## src/design/thi_pkg.sv

```systemverilog
`default_nettype none
// ----------------------------------------------------------------------------
// thi_pkg
// Shared types and constants of the timestamped history interpolator.
// ----------------------------------------------------------------------------
package thi_pkg;

  localparam int unsigned DefDepth = 64;
  localparam int unsigned QDepth   = 2;
  localparam int unsigned FracBits = 16;

  typedef struct packed {
    logic [31:0] ftime;
    logic [31:0] x;
    logic [31:0] y;
    logic [31:0] z;
    logic [2:0]  mstate;
    logic [31:0] seq;
    logic [5:0]  keys;
  } frame_t;

  typedef struct packed {
    logic        is_query;
    frame_t      frame;
    logic [31:0] qtime;
  } req_t;

  typedef struct packed {
    logic empty;
    logic full;
    logic idle;
  } back_stat_t;

endpackage
`default_nettype wire

```

## src/design/thi_front.sv

```systemverilog
`default_nettype none
// ----------------------------------------------------------------------------
// thi_front
// Request intake: captures a request, classifies it and hands it to the queue.
// ----------------------------------------------------------------------------
module thi_front (
  input  wire logic          clk_i,
  input  wire logic          rst_ni,
  input  wire logic          start_i,
  output logic               busy_o,
  input  wire logic          mode_i,
  input  wire thi_pkg::frame_t frame_i,
  input  wire logic [31:0]   query_time_i,
  input  wire logic          q_full_i,
  output logic               push_o,
  output thi_pkg::req_t      req_o
);
  import thi_pkg::*;

  logic hold_v_q, hold_v_d;
  req_t hold_q;
  logic take;

  assign busy_o = hold_v_q & q_full_i;
  assign take   = start_i & ~busy_o;
  assign push_o = hold_v_q & ~q_full_i;
  assign req_o  = hold_q;
  assign hold_v_d = take | (hold_v_q & ~push_o);

  always_ff @(posedge clk_i or negedge rst_ni) begin
    if (!rst_ni) begin
      hold_v_q <= 1'b0;
    end else begin
      hold_v_q <= hold_v_d;
    end
  end

  always_ff @(posedge clk_i) begin
    if (take) begin
      hold_q.is_query <= mode_i;
      hold_q.frame    <= frame_i;
      hold_q.qtime    <= query_time_i;
    end
  end

endmodule
`default_nettype wire

```

## config.mk

```make
export PLATFORM = sky130hd
export DESIGN_NAME = thi_front
export DESIGN_NICKNAME = d
export VERILOG_FILES = /design/src/design/thi_pkg.sv /design/src/design/thi_front.sv
export SDC_FILE = /design/constraint.sdc
export NUM_CORES = 1
export LEC_CHECK = 0
export BUFFER_PORTS_ARGS = -buffer_cell sky130_fd_sc_hd__buf_2
export CAP_MARGIN = 20
export CORE_AREA = 10 10 152 154
export DETAILED_ROUTE_END_ITERATION = 6
export DIE_AREA = 0 0 162 164
export HOLD_SLACK_MARGIN = 0.03
export PLACE_DENSITY = 0.72
export SYNTH_ARGS = -nofsm -noshare
export SYNTH_HDL_FRONTEND = slang
export SYNTH_SLANG_ARGS = --single-unit
export TNS_END_PERCENT = 10
```

## constraint.sdc

```tcl
create_clock -name clk_i -period 34.7 [get_ports clk_i]
set_clock_uncertainty 0.1 [all_clocks]
set_input_delay 3.47 -clock clk_i [delete_from_list [all_inputs] [get_ports clk_i]]
set_output_delay 3.47 -clock clk_i [all_outputs]
set_load 0.01 [all_outputs]
```

# --- After elaboration in Yosys (flattened, before gate mapping) ---
# Cells that the tools add are included.
op_classes:
  addsub: 0
  n_mul: 0
  div: 0
  order_cmp: 0
  eq_ne: 0
  shifts: 0
  muxes: 0
  bitwise: 8
  reduce_logical: 0
ops:
  columns: ["operator", "count"]
  rows:
  - ["AND 1 bit", 4]
  - ["NOT 1 bit", 3]
  - ["OR 1 bit", 1]
totals:
  regBits: 203
  latch_bits: 0
  mem_bits_rw: 0
  mem_bits_ro: 0
  in_bits: 206
  out_inout_bits: 204
  elab_cells: 18
  mem_count: 0

# --- Logic depth before layout (Yosys ltp) ---
logic_depth:
  word_depth: 5
  depth_mapped: 1

# --- Worst setup path after synthesis ---
# OpenSTA, ideal clock, no wires.
synth_timing:
  path_kind: "input to register"
  start: "input start_i"
  end: "register hold_q, in the netlist req_o[0] (enable)"
  setup_time_ps: 1076
  arrival_time_ps: 18021
  required_ps: 33524
  setup_slack_ps: 15504
  stages: 1
  path_cell_list: "a21boi_0"
synth_via:
  elab_chain_len: 1
synth_rtl:
  columns: ["element", "line_no", "text"]
  rows:
  - ["from (decl)", "thi_front.sv:9", "input wire logic start_i,"]
  - ["AND 1 bit", "thi_front.sv:25", "assign take = start_i & ~busy_o;"]
  - ["to (decl)", "thi_front.sv:21", "req_t hold_q;"]
# Every way passes these cells.
# A chain may end at the register's enable or synchronous reset.

# --- Worst setup path after layout ---
layout_timing:
  start: "input q_full_i"
  end: "output push_o"
layout_via:
  elab_chain_len: 2
layout_rtl:
  columns: ["element", "line_no", "text"]
  rows:
  - ["from (decl)", "thi_front.sv:14", "input wire logic q_full_i,"]
  - ["NOT 1 bit", "thi_front.sv:26", "assign push_o = hold_v_q & ~q_full_i;"]
  - ["AND 1 bit", "thi_front.sv:26", null]
  - ["to (decl)", "thi_front.sv:15", "output logic push_o,"]
# Every way passes these cells.

==> impl_metrics.json <==
{
  "yosysSeqAreaShare_pct": 99.6,
  "hold_start": "hold_v_q$_DFF_PN0_",
  "post_cts_hold_buffer_count": 0,
  "max_freq_mhz": 134,
  "p_per_area_nw_per_um2": 59.7,
  "synthCells": 207,
  "initial_core_util_pct": 30.5,
  "clock_tree_from_tritoncts": "yes",
  "mean_routed_wirelength_per_cell_um": 20.7,
  "grt_pass1_vias": 4072,
  "grt_use_total_pct": 13.2,
  "worst_ep_arrival_time_ns": 3.88,
  "syn_area_um2": 6120,
  "synth-warning-count": 0,
  "dr_total_vias": 3758,
  "cp.required_ns": 31.13,
  "grt_antenna_before_repair": 6,
  "clk_path_buf_depth": 3,
  "netlist.top_cell.by_area": "sky130_fd_sc_hd__edfxtp_1",
  "detail-route-antenna-nets": 0,
  "clk-insertion-delay-late_ns": 0.49,
  "synth.avg_cell_area_um2": 29.6,
  "drt_wl_total_um": 19300,
  "drt_pass1_iterations": 4,
  "dieWidth_um": 162,
  "cp-startpoint": "q_full_i",
  "drt_first_iter_violations": 150,
  "num_rows": 52,
  "finalWeightedCongestion": 0.805,
  "critical_path_class": "input port to output pin",
  "layout.nets": 848,
  "endpoint_kind": "output pin",
  "portBuffers": 409,
  "mostFrequentLayoutCells": "sky130_fd_sc_hd__buf_2 (409), sky130_fd_sc_hd__edfxtp_1 (202), sky130_fd_sc_hd__clkbuf_16 (23), sky130_fd_sc_hd__clkbuf_1 (7), sky130_fd_sc_hd__clkinv_1 (3)",
  "final.period_utilization_pct": 21.5,
  "clock_sinks": 203,
  "setup_viol": 0,
  "dieHeight_um": 164,
  "max-cap-violations": 0,
  "routed_via_density": 4.03,
  "cts_resized": 0,
  "synthesis_to_finish_area_growth_pct": 51.2,
  "ctsRootBufferMaster": "sky130_fd_sc_hd__clkbuf_16",
  "remaining_drcs": 0,
  "final_max_slew_viol_count": 0,
  "detail_placement_hpwl_um": 15400,
  "die-area_um2": 26600,
  "yosysTopAreaCellShare_pct": 99.1,
  "global_route_wire_length_before_repair_um": 26400,
  "grt.overflow.total": 0,
  "final_period_minus_worst_setup_slack_ns": 7.45,
  "slew-limit-headroom_pct": 23.4,
  "critPathMaxFanout": 4,
  "ff_to_ff_start": "hold_v_q$_DFF_PN0_",
  "status": "complete, no violations",
  "yosys.cell_types.count": 6,
  "cts_made_buffers": 23,
  "synth_seq_cells": 203,
  "vdd_ir_drop_max_mv": 0.0366,
  "count_of_boundary_i_o_pins": 410,
  "mostFrequentLayoutCell": "sky130_fd_sc_hd__buf_2",
  "clk_pin_slew_worst_paths_ns": 0.06,
  "core_um2": 20000,
  "synth_fp_nets": 413,
  "htree_levels": 1,
  "setup.worst_path.start_class": "input port",
  "setup_tns_after_final_layout_ns": 0,
  "grt_setup_unrepaired": "false",
  "grt_start_max_net_pins": 203,
  "worstMarginPinSlew_ns": 1.15,
  "post_route_cells_drive_above_1_share_pct": 67.2,
  "post_route_total_power_mw": 0.552,
  "cellLeakagePower_nw": 3.91,
  "final_hold_violation_count": 0,
  "post-cts-setup-buffer-count": 0,
  "netlist_top_cells_area": "sky130_fd_sc_hd__edfxtp_1 (99%), sky130_fd_sc_hd__dfrtp_1 (0.41%), sky130_fd_sc_hd__a21boi_0 (0.12%)",
  "hp-class": "flip-flop to flip-flop"
}
## power breakdown
group | internal, mW | total [mW] | switching (mW)
Combinational | 0.0166 | 0.0391 | 0.0224
Clock | 0.133 | 0.223 | 0.0908
Sequential | 0.287 | 0.290 | 0.00329
## per-stage QoR
step	utilization [%]	std cells	hold WS (ns)	area, um2	worst slack [ns]
finish	46.2	933	0.490	9250	27.25
global route	46.1	931	0.528	9250	27.22
CTS	46.1	929	0.491	9240	27.25
detailed placement	42.6	887	0.477	8530	27.26
global placement	42.6	887	0.463	8530	27.26
floorplan	-	207	0.376	6120	15.50
## final timing paths
| kind | end | depth (start not counted) | slack, ns |
|---|---|---|---|
| hold / removal | hold_v_q$_DFF_PN0_ | 1 | 0.49 |
| hold reg to reg | hold_v_q$_DFF_PN0_ | 1 | 0.49 |
| min in group asynchronous | hold_v_q$_DFF_PN0_ | 1 | 2.64 |
| setup reg to reg | req_o[84]$_DFFE_PP_ | 2 | 32.66 |
| max in group asynchronous | hold_v_q$_DFF_PN0_ | 1 | 31.77 |
| setup / recovery | push_o | 3 | 27.25 |
## cells in the mapped netlist
cell                       instances
sky130_fd_sc_hd__dfrtp_1           1
sky130_fd_sc_hd__a21o_1            1
sky130_fd_sc_hd__a21boi_0          1
sky130_fd_sc_hd__and2_1            1
sky130_fd_sc_hd__edfxtp_1        202
sky130_fd_sc_hd__nor2b_1           1
## registers in the layout (all words and copies together) (netlist names)
name,cells
req_o,202
hold_v_q,1
## per-layer routing
metal  part of all wire, %  vias up  track usage, %
met1                    32     1745            12.8
met2                    54      250            24.1
met4                   2.5        4            4.30
met3                    12       37            6.46
met5                 0.078        -               0
li1                      -     1722               -
## cell families (layout without fill, tap and decap cells)
logic type             after synthesis  count (layout)  synth area share, %
other                                0               4                    0
buffers and inverters                0             452                    0
and+or+nand+nor                      2               2                0.205
DFF                                203             203                 99.6
AOI/OAI and AO/OA                    2               2                0.245
## cell type report
cell class	instances	area, um2
antenna	4	10.0
multi-input combinational	4	38.8
tap	270	338
fill	1781	10800
clock buffer	31	616
timing repair buffer	410	2070
clock inverter	11	92.6
sequential	203	6090
## critical path: stages
cell and delay, ns:
sky130_fd_sc_hd__buf_2 0.13, sky130_fd_sc_hd__nor2b_1 0.13, sky130_fd_sc_hd__buf_2 0.15
No activity file was read; power rests on OpenSTA's default activity.
