===== src/design/thi_pkg.sv =====
`default_nettype none
// ----------------------------------------------------------------------------
// thi_pkg
// Shared types and constants of the timestamped history interpolator.
// ----------------------------------------------------------------------------
package thi_pkg;

  localparam int unsigned DefDepth = 64;
  localparam int unsigned QDepth   = 2;
  localparam int unsigned FracBits = 16;

  typedef struct packed {
    logic [31:0] ftime;
    logic [31:0] x;
    logic [31:0] y;
    logic [31:0] z;
    logic [2:0]  mstate;
    logic [31:0] seq;
    logic [5:0]  keys;
  } frame_t;

  typedef struct packed {
    logic        is_query;
    frame_t      frame;
    logic [31:0] qtime;
  } req_t;

  typedef struct packed {
    logic empty;
    logic full;
    logic idle;
  } back_stat_t;

endpackage
`default_nettype wire


===== src/design/thi_queue.sv =====
`default_nettype none
// ----------------------------------------------------------------------------
// thi_queue
// Short request queue between intake and execution.
// ----------------------------------------------------------------------------
module thi_queue (
  input  wire logic          clk_i,
  input  wire logic          rst_ni,
  input  wire logic          push_i,
  input  wire thi_pkg::req_t req_i,
  input  wire logic          pop_i,
  output thi_pkg::req_t      req_o,
  output logic               empty_o,
  output logic               full_o
);
  import thi_pkg::*;

  localparam int unsigned PW = (QDepth > 1) ? $clog2(QDepth) : 1;
  localparam int unsigned NW = $clog2(QDepth + 1);

  req_t          mem_q [QDepth];
  logic [PW-1:0] wp_q, rp_q;
  logic [NW-1:0] n_q;
  logic          do_push, do_pop;

  assign empty_o = (n_q == '0);
  assign full_o  = (n_q == NW'(QDepth));
  assign do_push = push_i & ~full_o;
  assign do_pop  = pop_i & ~empty_o;
  assign req_o   = mem_q[rp_q];

  always_ff @(posedge clk_i or negedge rst_ni) begin
    if (!rst_ni) begin
      wp_q <= '0;
      rp_q <= '0;
      n_q  <= '0;
    end else begin
      if (do_push) begin
        wp_q <= (wp_q == PW'(QDepth - 1)) ? '0 : wp_q + 1'b1;
      end
      if (do_pop) begin
        rp_q <= (rp_q == PW'(QDepth - 1)) ? '0 : rp_q + 1'b1;
      end
      n_q <= n_q + NW'(do_push) - NW'(do_pop);
    end
  end

  always_ff @(posedge clk_i) begin
    if (do_push) begin
      mem_q[wp_q] <= req_i;
    end
  end

endmodule
`default_nettype wire


===== config.mk =====
export PLATFORM = sky130hd
export DESIGN_NAME = thi_queue
export DESIGN_NICKNAME = d
export VERILOG_FILES = /design/src/design/thi_pkg.sv /design/src/design/thi_queue.sv
export SDC_FILE = /design/constraint.sdc
export NUM_CORES = 1
export LEC_CHECK = 0
export BUFFER_PORTS_ARGS = -buffer_cell sky130_fd_sc_hd__clkbuf_2
export CAP_MARGIN = 10
export CORE_ASPECT_RATIO = 1.75
export CORE_UTILIZATION = 45
export DETAILED_ROUTE_END_ITERATION = 8
export MAX_ROUTING_LAYER = met4
export PLACE_DENSITY = 0.81
export SYNTH_ARGS = -nofsm -noshare
export SYNTH_HDL_FRONTEND = slang
export SYNTH_SLANG_ARGS = --single-unit

===== constraint.sdc =====
create_clock -name clk_i -period 11.9 [get_ports clk_i]
set_input_delay 1.19 -clock clk_i [delete_from_list [all_inputs] [get_ports clk_i]]
set_output_delay 1.19 -clock clk_i [all_outputs]
set_load 0.02 [all_outputs]

---- After elaboration in Yosys (flattened, before gate mapping) ----
Memory sizes are Yosys's and may differ from the RTL's.
Index checks and enable logic that the tools add are counted.
storage, ports and cells
  flip-flop bits (word level) ............. 4
  bits in writable memories ............... 404
  input bits .............................. 206
  output and inout port bits .............. 204
  word-level logic and storage cells ...... 18
  memories kept ........................... 1
operators by class
  add/subtract/negate cells ............... 4
  equal/unequal tests ..................... 1
  muxes and demuxes ....................... 4
  bitwise operators ....................... 4
  reduce and logical (&&, ||, !) cells .... 1
memory list
  name   words  bits a word  read ports  clocked after memory_dff  wr ports  line             RTL
  mem_q  2      202          1           0                         1         thi_queue.sv:21  req_t mem_q [QDepth];
operators with widths
  operator                                     count
  two-way mux 1 bit                            4
  adder 1 bit (second input constant)          2
  adder 2 x 1 -> 2 bit                         1
  bitwise AND 1 bit                            2
  equality test 2 bit (second input constant)  1
  zero test 2 bit                              1
  inverter 1 bit                               2
  subtractor 2 x 1 -> 2 bit                    1

---- Logic depth before layout (Yosys ltp) ----
  word-level depth ........................ 5
  depth in mapped cells ................... 7
  mapped depth without buffers ............ 7

---- Worst setup path after synthesis ----
Ideal clock, no wire load.
  path type ............................... input port to flip-flop
  start ................................... in push_i
  end ..................................... mem mem_q[0][0] in the netlist's numbering, enable pin
  arrival ................................. 9.658 ns
  required time ........................... 11.133 ns
  path slack .............................. 1.474 ns
  cell stages on the path ................. 2
  buffers on the path ..................... 0
  cells stage by stage .................... nand2_1 -> nor2_1
on the way
  cells in the longest elaborated chain, start to end .. 3
RTL lines
  what                                     line             RTL
  start, declared                          thi_queue.sv:9   input wire logic push_i,
  bitwise AND 1 bit                        thi_queue.sv:28  assign do_push = push_i & ~full_o;
  two-way mux 1 bit                        thi_queue.sv:49  if (do_push) begin
  two-way mux 1 bit (implied by the code)  thi_queue.sv:50  mem_q[wp_q] <= req_i;
  end, declared                            thi_queue.sv:21
No other way between the ends.

==> load_flow_metrics.sql <==
INSERT INTO impl_metrics (metric_group, metric, value, unit) VALUES
('outcome', 'outcome', 'finished clean', ''),
('sta', 'slew_headroom', '25.1', '%'),
('clock_network', 'post_cts_resize_count', '0', ''),
('floorplanning', 'fp.dieH', '247', 'um'),
('worst_setup_path', 'critPathRequiredTime', '10.71', 'ns'),
('sta', 'timing_worst_slew_pin_value', '1.12', 'ns'),
('worst_setup_path', 'worst_setup_start_kind', 'flop', ''),
('grt', 'grt_pass1_vias', '7946', ''),
('cells_and_area', 'finalNetCount', '1287', ''),
('worst_setup_path', 'worstSetupPathType', 'flop to output port', ''),
('synthesis', 'yosys.area.top_type', 'sky130_fd_sc_hd__edfxtp_1', ''),
('clock_network', 'ctsHtreeMaxLevel', '2', ''),
('floorplanning', 'start_util', '45.7', '%'),
('grt', 'grt_use_total', '17.3', '%'),
('synthesis', 'synth-edff-count', '404', ''),
('sta', 'grt_setup_unrepaired', 'false', ''),
('floorplanning', 'io_pins', '410', ''),
('cells_and_area', 'postLayoutCoreUtil', '56.2', '%'),
('sta', 'setup_viol', '0', ''),
('power_and_ir_drop', 'power_density', '259', 'mW/mm2'),
('synthesis', 'synth_seq_area_share', '79.0', '%'),
('cells_and_area', 'post_route_cells_drive_above_1_share', '60.7', '%'),
('synthesis', 'ys_types', '16', ''),
('floorplanning', 'core_area', '0.0339', 'mm2'),
('clock_network', 'worstSkewPairLatency', '0.52', 'ns'),
('worst_setup_path', 'critPathArrivalTime', '2.86', 'ns'),
('synthesis', 'synth_area', '0.0155', 'mm2'),
('floorplanning', 'std_cell_rows', '89', ''),
('routing', 'detailedRoute.firstIterationViolations', '266', ''),
('power_and_ir_drop', 'p_leak', '7.64', 'nW'),
('cells_and_area', 'post-route-cell-area', '0.0190', 'mm2'),
('floorplanning', 'die_width', '142', 'um'),
('synthesis', 'yosysWarningCount', '0', ''),
('sta', 'post-route-min-period', '4.05', 'ns'),
('routing', 'average_routed_wire_per_standard_cell', '19.4', 'um'),
('clock_network', 'cts.root.buffer_cell', 'sky130_fd_sc_hd__clkbuf_16', ''),
('clock_network', 'tritoncts', 'yes', ''),
('placement', 'buffer_ports.inserted', '409', ''),
('synthesis', 'yosys_register_bits', '408', ''),
('routing', 'finalWirelength', '30300', 'um'),
('cells_and_area', 'areaGrowthSynthToFinish', '22.9', '%'),
('sta', 'report.final.hold_viol_count', '0', ''),
('routing', 'route.vias.total', '7534', ''),
('power_and_ir_drop', 'post-layout-total-power', '4.93', 'mW'),
('worst_setup_path', 'worst-path-max-fanout', '60', ''),
('worst_hold_path', 'hold_path.class', 'input port to async pin', ''),
('grt', 'grt_pass1_wl', '43500', 'um'),
('grt', 'antenna_found_initial', '2', ''),
('synthesis', 'synth_top_cell_area_share', '78.3', '%'),
('flow_run', 'timing.max_cap.violations', '0', ''),
('clock_network', 'number_of_hold_buffers_added_after_cts', '0', ''),
('routing', 'drtAntennaViolNets', '0', ''),
('synthesis', 'synthTopCellsByArea', 'sky130_fd_sc_hd__edfxtp_1 (78%), sky130_fd_sc_hd__mux2_4 (16%), sky130_fd_sc_hd__mux2_2 (2.3%)', ''),
('synthesis', 'post_synth_most_frequent_cells', 'sky130_fd_sc_hd__edfxtp_1 (404), sky130_fd_sc_hd__mux2_4 (170), sky130_fd_sc_hd__mux2_2 (32), sky130_fd_sc_hd__buf_6 (19), sky130_fd_sc_hd__dfrtp_1 (4)', ''),
('placement', 'globalplace.congestion', '0.796', ''),
('placement', 'placedInstanceArea', '0.0179', 'mm2'),
('synthesis', 'synthMostInstantiatedCell', 'sky130_fd_sc_hd__edfxtp_1', ''),
('sta', 'timing.clock.skew', '0.0106', 'ns'),
('sta', 'achievable-frequency', '247', 'MHz'),
('routing', 'vias_per_cell', '4.82', ''),
('grt', 'overflow', '0', ''),
('sta', 'drv_slew', '0', ''),
('synthesis', 'synthFlopType', 'sky130_fd_sc_hd__edfxtp_1', ''),
('routing', 'remaining_drc_errors', '0', ''),
('floorplanning', 'fp.dieArea', '0.0352', 'mm2'),
('placement', 'detailed_place_hpwl', '20900', 'um'),
('synthesis', 'syn_avg_cell_area', '23.9', 'um2'),
('sta', 'setup_tns', '0', 'ns'),
('synthesis', 'syn-num-nets', '855', ''),
('clock_network', 'cts.sinks', '408', ''),
('sta', 'period_share', '34.1', '%'),
('routing', 'first_pass_iteration_count_of_the_detailed_router', '4', ''),
('synthesis', 'syn_inst', '647', ''),
('worst_setup_path', 'cp-end-kind', 'output port', ''),
('synthesis', 'async_flop_share', '0.980', '%'),
('clock_network', 'path_clk_slew', '0.07', 'ns'),
('clock_network', 'ctsLongestPathBuffers', '3', ''),
('grt', 'grt_start_max_net_pins', '84', ''),
('clock_network', 'cts_buffer_count', '36', ''),
('clock_network', 'post-cts-setup-buffer-count', '0', ''),
('power_and_ir_drop', 'vdd_drop_max', '0.209', 'mV');
report_power, final:
| part | internal, mW | switching [mW] |
|---|---|---|
| logic | 0.744 | 1.02 |
| registers | 1.97 | 0.101 |
| clock network | 0.611 | 0.479 |
| total | 3.32 | 1.60 |
kinds of logic (layout without fill, tap and decap cells):
| kind of cell | after synthesis | in the layout | synth area share [%] |
|---|---|---|---|
| buf+inv | 25 | 481 | 1.62 |
| xor+xnor | 4 | 4 | 0.226 |
| other cells | 0 | 4 | 0 |
| flops | 408 | 408 | 79.0 |
| fa+ha+maj | 2 | 2 | 0.162 |
| mux | 202 | 202 | 18.8 |
| simple gates | 6 | 6 | 0.194 |
state kept, by name (all words and copies together) (netlist names):
name   count
mem_q    404
rp_q       1
wp_q       1
n_q        2
worst paths after layout:
path                        start             to  slack, ns  cells after the start
hold / removal             rst_ni         n_q[1]       0.47                      1
min in group clk_i         n_q[1]         n_q[1]       0.54                      1
hold reg to reg            n_q[1]         n_q[1]       0.54                      1
setup / recovery             rp_q     req_o[194]       7.85                      3
setup reg to reg           n_q[1]  mem_q[0][118]       8.91                      5
max in group asynchronous  rst_ni           rp_q      11.28                      1
metal layers:
| layer | track usage (%) | share of wire, % | vias to the layer above | wire, um |
|---|---|---|---|---|
| met5 | - | 0 | - | 0 |
| met1 | 16.5 | 33 | 3723 | 10000 |
| met3 | 3.88 | 6.0 | 77 | 1820 |
| met2 | 31.6 | 56 | 290 | 16900 |
| met4 | 10.0 | 5.2 | 0 | 1570 |
| li1 | - | - | 3444 | - |
placed cells by master (no fill, tap or decap):
master                       count
sky130_fd_sc_hd__clkinv_1        9
sky130_fd_sc_hd__clkinvlp_4      3
sky130_fd_sc_hd__bufinv_16       2
sky130_fd_sc_hd__mux2_2         32
sky130_fd_sc_hd__clkinv_2        6
sky130_fd_sc_hd__clkbuf_2      409
sky130_fd_sc_hd__nor2_1          1
sky130_fd_sc_hd__xnor2_1         3
sky130_fd_sc_hd__ha_1            2
sky130_fd_sc_hd__and3_4          1
sky130_fd_sc_hd__nor2_4          1
sky130_fd_sc_hd__dfrtp_4         1
sky130_fd_sc_hd__xor2_1          1
sky130_fd_sc_hd__clkbuf_16      37
sky130_fd_sc_hd__dfrtp_1         3
sky130_fd_sc_hd__mux2_4        170
sky130_fd_sc_hd__edfxtp_1      404
sky130_fd_sc_hd__nor2b_1         1
sky130_fd_sc_hd__inv_1           2
sky130_fd_sc_hd__buf_4           8
sky130_fd_sc_hd__diode_2         4
sky130_fd_sc_hd__nand2_1         1
sky130_fd_sc_hd__nand2b_1        1
sky130_fd_sc_hd__clkbuf_1        5
stage by stage:
| step | std cells | worst slack [ns] | hold slack, ns |
|---|---|---|---|
| after global placement | 1496 | 8.27 | 0.485 |
| after CTS | 1558 | 7.81 | 0.450 |
| after global routing | 1560 | 7.74 | 0.452 |
| final | 1562 | 7.85 | 0.472 |
| after detailed placement | 1496 | 8.21 | 0.506 |
| after floorplan | 647 | 1.47 | 0.461 |
worst max-delay path, cell delays in order, from the launching register on:
cell and delay [ns]:
sky130_fd_sc_hd__dfrtp_4 0.76, sky130_fd_sc_hd__buf_4 0.92, sky130_fd_sc_hd__mux2_2 0.44, sky130_fd_sc_hd__clkbuf_2 0.16
cell type report:
| type | instances | area [um2] |
|---|---|---|
| sequential | 408 | 12200 |
| inverter | 2 | 7.51 |
| multi-input combinational | 214 | 3020 |
| clock inverter | 20 | 146 |
| antenna | 4 | 10.0 |
| fill | 2640 | 14800 |
| timing repair buffer | 417 | 2110 |
| clock buffer | 42 | 945 |
| tap | 455 | 569 |
No activity file was read; power rests on OpenSTA's default activity.
